## src/hw/rtl/grum_pkg.sv

```systemverilog
// Shared types and constants of the grid region union merge block.
`default_nettype none

package grum_pkg;

    localparam int DIM_W     = 7;
    localparam int ROW_W     = 6;
    localparam int CNT_W     = 2 * DIM_W;
    localparam int OUT_CNT_W = 13;

    localparam logic [DIM_W-1:0] DIM_RESET = 7'd7;
    localparam logic [DIM_W-1:0] DIM_MIN   = 7'd2;

    localparam logic ACT_CLEAR = 1'b0;
    localparam logic DIR_RIGHT = 1'b0;

    typedef enum logic [3:0] {
        ST_INIT,
        ST_IDLE,
        ST_CHECK,
        ST_WIPE,
        ST_RD_A,
        ST_RD_B,
        ST_CMP,
        ST_WALK,
        ST_WALK_END,
        ST_DONE
    } state_t;

    typedef struct packed {
        logic capture;
        logic idx_clr;
        logic wipe_step;
        logic count_init;
        logic flags_init;
        logic rd_a;
        logic rd_b;
        logic lat_a;
        logic lat_b;
        logic merge;
        logic walk_rd;
        logic out_load;
    } cmd_t;

    typedef struct packed {
        logic is_clear;
        logic bad;
        logic same;
        logic idx_last;
        logic out_free;
    } status_t;

endpackage

`default_nettype wire

```

## src/hw/rtl/grum_ctrl.sv

```systemverilog
// Controller state machine that sequences clearing passes, label reads and merges.
`default_nettype none

module grum_ctrl
    import grum_pkg::*;
(
    input  wire logic    aclk,
    input  wire logic    aresetn,
    input  wire logic    s_valid,
    output logic         s_ready,
    input  wire logic    cfg_we,
    input  wire status_t status_i,
    output cmd_t         cmd_o
);

    state_t state_reg;
    state_t state_next;

    always_ff @(posedge aclk) begin
        if (!aresetn) begin
            state_reg <= ST_INIT;
        end else begin
            state_reg <= state_next;
        end
    end

    always_comb begin
        state_next = state_reg;
        case (state_reg)
            ST_INIT: begin
                if (status_i.idx_last) state_next = ST_IDLE;
            end
            ST_IDLE: begin
                if (cfg_we) begin
                    state_next = ST_INIT;
                end else if (s_valid) begin
                    state_next = ST_CHECK;
                end
            end
            ST_CHECK: begin
                if (status_i.is_clear) begin
                    state_next = ST_WIPE;
                end else if (status_i.bad) begin
                    state_next = ST_DONE;
                end else begin
                    state_next = ST_RD_A;
                end
            end
            ST_WIPE: begin
                if (status_i.idx_last) state_next = ST_DONE;
            end
            ST_RD_A:     state_next = ST_RD_B;
            ST_RD_B:     state_next = ST_CMP;
            ST_CMP: begin
                if (status_i.same) begin
                    state_next = ST_DONE;
                end else begin
                    state_next = ST_WALK;
                end
            end
            ST_WALK: begin
                if (status_i.idx_last) state_next = ST_WALK_END;
            end
            ST_WALK_END: state_next = ST_DONE;
            ST_DONE: begin
                if (status_i.out_free) state_next = ST_IDLE;
            end
            default:     state_next = ST_INIT;
        endcase
    end

    always_comb begin
        cmd_o   = '0;
        s_ready = 1'b0;
        case (state_reg)
            ST_INIT: begin
                cmd_o.wipe_step = 1'b1;
            end
            ST_IDLE: begin
                s_ready        = !cfg_we;
                cmd_o.idx_clr  = 1'b1;
                cmd_o.capture  = s_valid && !cfg_we;
            end
            ST_CHECK: begin
                cmd_o.flags_init = 1'b1;
                cmd_o.count_init = status_i.is_clear;
            end
            ST_WIPE: begin
                cmd_o.wipe_step = 1'b1;
            end
            ST_RD_A: begin
                cmd_o.rd_a = 1'b1;
            end
            ST_RD_B: begin
                cmd_o.rd_b  = 1'b1;
                cmd_o.lat_a = 1'b1;
            end
            ST_CMP: begin
                cmd_o.lat_b = 1'b1;
                cmd_o.merge = !status_i.same;
            end
            ST_WALK: begin
                cmd_o.walk_rd = 1'b1;
            end
            ST_WALK_END: begin
                cmd_o = '0;
            end
            ST_DONE: begin
                cmd_o.out_load = status_i.out_free;
            end
            default: begin
                cmd_o = '0;
            end
        endcase
    end

endmodule

`default_nettype wire

```

## config.mk

```make
export PLATFORM = sky130hd
export DESIGN_NAME = grum_ctrl
export DESIGN_NICKNAME = d
export VERILOG_FILES = /design/src/hw/rtl/grum_pkg.sv /design/src/hw/rtl/grum_ctrl.sv
export SDC_FILE = /design/constraint.sdc
export NUM_CORES = 1
export LEC_CHECK = 0
export BUFFER_PORTS_ARGS = -buffer_cell sky130_fd_sc_hd__clkbuf_2
export CELL_PAD_IN_SITES_DETAIL_PLACEMENT = 1
export CELL_PAD_IN_SITES_GLOBAL_PLACEMENT = 1
export CORE_UTILIZATION = 30
export DETAILED_ROUTE_END_ITERATION = 8
export PLACE_DENSITY = 0.8
export SLEW_MARGIN = 40
export SYNTH_ARGS = -nofsm -noshare
export SYNTH_HDL_FRONTEND = slang
export SYNTH_SLANG_ARGS = --single-unit
```

## constraint.sdc

```tcl
create_clock -name aclk -period 1.8 [get_ports aclk]
set_input_delay 0.18 -clock aclk [delete_from_list [all_inputs] [get_ports aclk]]
set_output_delay 0.18 -clock aclk [all_outputs]
set_load 0.005 [all_outputs]
```

* After elaboration in Yosys (flattened, before gate mapping) *
Cells that the tools add are included.

cells by class
  add/subtract/negate cells = 0
  $mul = 0
  divide/modulo/power cells = 0
  order comparisons = 0
  equal/unequal tests = 14
  shifts and indexed selects = 0
  mux-type cells = 19
  bitwise operators = 0
  reduce and logical (&&, ||, !) cells = 6

operator list
  cell                number
  $pmux 4 s10         1
  $mux 4              9
  $eq 4x3->1 const B  4
  $eq 4x2->1 const B  2
  $eq 4x4->1 const B  2
  $mux 2              4
  $ne 2x2->1 const B  4
  $mux 1              5
  $reduce_and 5->1    1
  $eq 4x1->1 const B  1
  $logic_not 4->1     1
  $ne 3x3->1 const B  1
  $logic_not 1->1     2
  $reduce_or 2->1     1
  $logic_and 1x1->1   1

word-level totals
  register bits = 4
  latch bits = 0
  memory bits (writable) = 0
  ROM bits = 0
  input port bits = 9
  output and inout bits = 13
  memories = 0

* Logic depth before layout (Yosys ltp) *
  depth in word-level cells = 3
  gate-level depth with buffers = 6
  mapped depth without buffers = 4

* Worst setup path before layout *
No wires, ideal clock.

  path type = flip-flop to flip-flop
  start point = register state_reg[0]
  end point = register state_reg[3]
  setup time = 0.115 ns
  data arrival time = 1.288 ns
  slack = 0.398 ns
  stages on the path, launching flop included = 6
  clock period less this slack = 1.402 ns
  cells stage by stage = dfxtp_1 buf_6 or3_4 a211oi_4 a2111oi_1 o21a_1

between the ends
  cells in the longest elaborated chain, start to end = 3
  elaborated cells on any way between the ends = 17
  classes of those cells = 14 x eq/ne; 1 x mux; 2 x reduce/logical

ends and longest elaborated chain
  item                                                RTL line         source
  start: declaration                                  grum_ctrl.sv:16  state_t state_reg;
  start signal: assignment                            grum_ctrl.sv:23  state_reg <= state_next;
  $eq 4x1->1, or another cell as far along            grum_ctrl.sv:29  case (state_reg)
  $ne 3x3->1 (no line) or $ne 2x2->1 (tied branches)  --
  $reduce_and 5->1 (no line)                          --

Several ways; a longest one is shown, not always the timed one.
A chain may end at the register's enable or synchronous reset.

==> results.txt <==
* Run status: completed
- In this run the worst hold path is classified as in -> reg.
- Instance area at placement: 609.3 sq um
- Post-Syn Instances: 65
- Summed over all nets, the half-perimeter wirelength after detailed placement is 1.092 mm.
- Syn Std Cell Area: 476.7 sq um
* Count of cell types in the netlist: 35
* Kind of start point of the critical path: flop
* DRT Wirelength: 1.431 mm
- Final estimated routing congestion in global placement: 0.6847
- The number of placed instances, taps included, is 102.
- The setup path with the least slack is of type reg -> out.
- The hold violation count in the final report is 0.
* Port buffer count: 21
- Setup violations remaining at the end of the flow were counted as 0.
- Using the TritonRoute via totals, the vias-per-cell ratio works out to 5.505.
- Initial core utilization: 32.02%
- GR Overflow Total: 0
- Count of final max-slew check failures: 0
- Combined global-route utilization of all metal layers: 16.40%
- Based on the critical path, the design can be clocked at up to 580.9 MHz.
- After detailed routing, the number of remaining DRC violations is 0.
- Die width: 41.86 um
- Net Count, Synth: 74
- Fraction of final layout cells with drive strength greater than 1: 43.82%
- For this design the ratio of total power to cell area is 533.1 mW/mm^2.
- Slew @ Worst Pin: 0.3160 ns
- Diode insertion count for antenna repair: 0
- H-tree lvl count: 1
- Number of antenna-violating nets in the routed design: 0
- The core region is 0.001489 sq mm.
- Data on the critical path is required at its endpoint by 1.62 ns.
- Largest cells by area after synthesis: sky130_fd_sc_hd__dfxtp_1 (17%), sky130_fd_sc_hd__nor2b_1 (6.6%), sky130_fd_sc_hd__o21ai_0 (5.2%)
- Clock skew on the completed layout was measured at 0.003631 ns.
- Commonest non-fill, non-tap cell in the layout: sky130_fd_sc_hd__clkbuf_2
* Clock Tree Buf Depth: 2
- DIE AREA: 0.001752 sq mm
* Average instance area after synthesis: 7.334 sq um
- TritonCTS created 3 clock buffers.
- Across the VDD grid, the largest voltage drop is 0.2953 mV.
- The number of global-route vias before repair was 526.
* Cell type of the slowest stage on the worst timing path: sky130_fd_sc_hd__or4b_4
* Total via count in the routed design: 578
- Count of nets after finishing: 100
- Slew margin rel.: 78.88%
* Element type at the critical path end: primary output
- The signal on the critical path passes through or4b_4 -> nor2_4 -> and2_1 -> clkbuf_2.
- Number of I/O pins: 22
- Commonest cells after routing, fill and taps aside: sky130_fd_sc_hd__clkbuf_2 (21), sky130_fd_sc_hd__nor2_1 (6), sky130_fd_sc_hd__buf_4 (6)
- Post-synthesis to final-layout area growth: 34.91%
- Later-pin clock latency in the skew report: 0.24 ns
- Avg WL per Cell: 13.63 um
- For this block, the initial DRC count from the detailed router was 1.
- The floorplan has 14 rows.
- Maximum fanout along the worst path: 15
- Maximum number of pins on one net before global-route repair: 16
* CP peak stage delay: 0.56 ns
- The number of antenna violations at the first check in global routing was 0.
- Hold_ws: 0.1987 ns
* Arrival time of the worst setup path: 1.54 ns
* Synth area leader: sky130_fd_sc_hd__dfxtp_1
- Final total power: 0.3428 mW
* Post-synthesis sequential element count: 4
* Total non-filler cell area in the finished layout: 643.1 sq um
- Non-filler instance count after layout: 105
* Height of the die: 41.86 um
* Pre-antenna DRT Iters: 3
- Total of warnings raised by yosys: 0
* Share of the cycle needed by the critical path after routing: 95.64%
* Clock transition at the register clock pins on the worst setup and hold paths after CTS: 0.04 ns
* First-pass GRT wire length: 2.145 mm
* TritonCTS clock tree: yes
- MaxCap Viol Count: 0
- Sequential elements use 16.80% of the synthesized area.
* Largest register FFs: 4
* Minimum clock period after layout: 1.722 ns
* Root Buffer: sky130_fd_sc_hd__clkbuf_4
* Area share of the largest cell type after synthesis: 16.80%
- Lkg Pwr: 0.3110 nW
- Clock sink count: 4
[path summary, 6_finish.rpt]
path              slack [ns]  depth (start not counted)            to         start
setup / recovery        0.08                          4     cmd_o[11]  state_reg[1]
hold / removal          0.20                          2  state_reg[3]       aresetn
setup reg to reg        0.29                          4  state_reg[3]  state_reg[1]
hold reg to reg         0.64                          3  state_reg[0]  state_reg[0]
[cells by family (layout without fill, tap and decap cells)]
family,count (synthesis),after routing,share of synthesized area (%)
DFF,4,4,16.80
and+or+nand+nor,39,39,50.92
buffers and inverters,7,31,8.659
AOI/OAI and AO/OA,15,15,23.62
[where the power goes]
group,leakage [nW],total (mW),switching [mW],internal (mW)
registers,0.0341,0.107,0.0128,0.0945
clock network,0.0138,0.112,0.0374,0.0746
logic,0.263,0.124,0.0619,0.0616
total,0.311,0.343,0.112,0.231
[stage by stage]
step	setup slack [ns]	TNS (ns)	util [%]
after floorplan	0.3978	0	-
after global placement	0.2644	0	40.92
after detailed placement	0.2155	0	40.92
after CTS	0.04510	0	42.69
after global routing	-0.009817	-0.009817	43.19
final	0.07848	0	43.19
[cell usage after synthesis]
cell	instances
sky130_fd_sc_hd__o21a_1	1
sky130_fd_sc_hd__and2_1	2
sky130_fd_sc_hd__nor3_1	4
sky130_fd_sc_hd__and3_1	2
sky130_fd_sc_hd__o21ai_0	5
sky130_fd_sc_hd__nand3b_1	1
sky130_fd_sc_hd__buf_4	1
sky130_fd_sc_hd__nor3b_2	1
sky130_fd_sc_hd__nor2_2	1
sky130_fd_sc_hd__a21o_1	1
sky130_fd_sc_hd__o32ai_1	1
sky130_fd_sc_hd__buf_2	3
sky130_fd_sc_hd__nor2b_1	5
sky130_fd_sc_hd__a2111oi_1	1
sky130_fd_sc_hd__inv_1	1
sky130_fd_sc_hd__nor3b_1	1
sky130_fd_sc_hd__buf_6	1
sky130_fd_sc_hd__nand2_1	5
sky130_fd_sc_hd__a21oi_1	2
sky130_fd_sc_hd__clkbuf_1	1
sky130_fd_sc_hd__nor4_1	2
sky130_fd_sc_hd__o21ai_1	1
sky130_fd_sc_hd__o311a_1	1
sky130_fd_sc_hd__a32oi_1	1
sky130_fd_sc_hd__nand3_1	2
sky130_fd_sc_hd__nor3_2	1
sky130_fd_sc_hd__or3_4	1
sky130_fd_sc_hd__dfxtp_1	4
sky130_fd_sc_hd__or4b_4	1
sky130_fd_sc_hd__a211oi_4	1
sky130_fd_sc_hd__nor4bb_1	1
sky130_fd_sc_hd__nor4b_1	1
sky130_fd_sc_hd__nor2_1	6
sky130_fd_sc_hd__nand2b_1	1
sky130_fd_sc_hd__and3b_1	1
[metal layers]
layer	vias up	global-route usage, %	share of wire, %
li1	285	-	-
met1	278	18.67	41
met2	13	28.44	55
met3	2	2.609	2.5
met4	0	9.677	0.70
met5	-	0	0
[critical path: cells and delay by family (launching register included)]
| kind | cells | cell delay (ns) |
|---|---|---|
| flip-flops | 1 | 0.38 |
| AND/OR/NAND/NOR | 3 | 0.81 |
| buffers and inverters | 1 | 0.11 |
[final cells by class]
class                      instances  area, sq um
fill                             207        845.8
multi-input combinational         54        360.3
clock buffer                       3        22.52
inverter                           1        3.754
sequential                         4        86.33
tap                               16        20.02
timing repair buffer              27        150.1
[what timing repair did]
action	CTS	global route
setup endpoints to repair	1	1
setup buffers	0	0
pin swaps	0	0
hold buffers	0	0
gates resized for setup	3	2
Note: power is estimated with default switching activity, not from simulation.
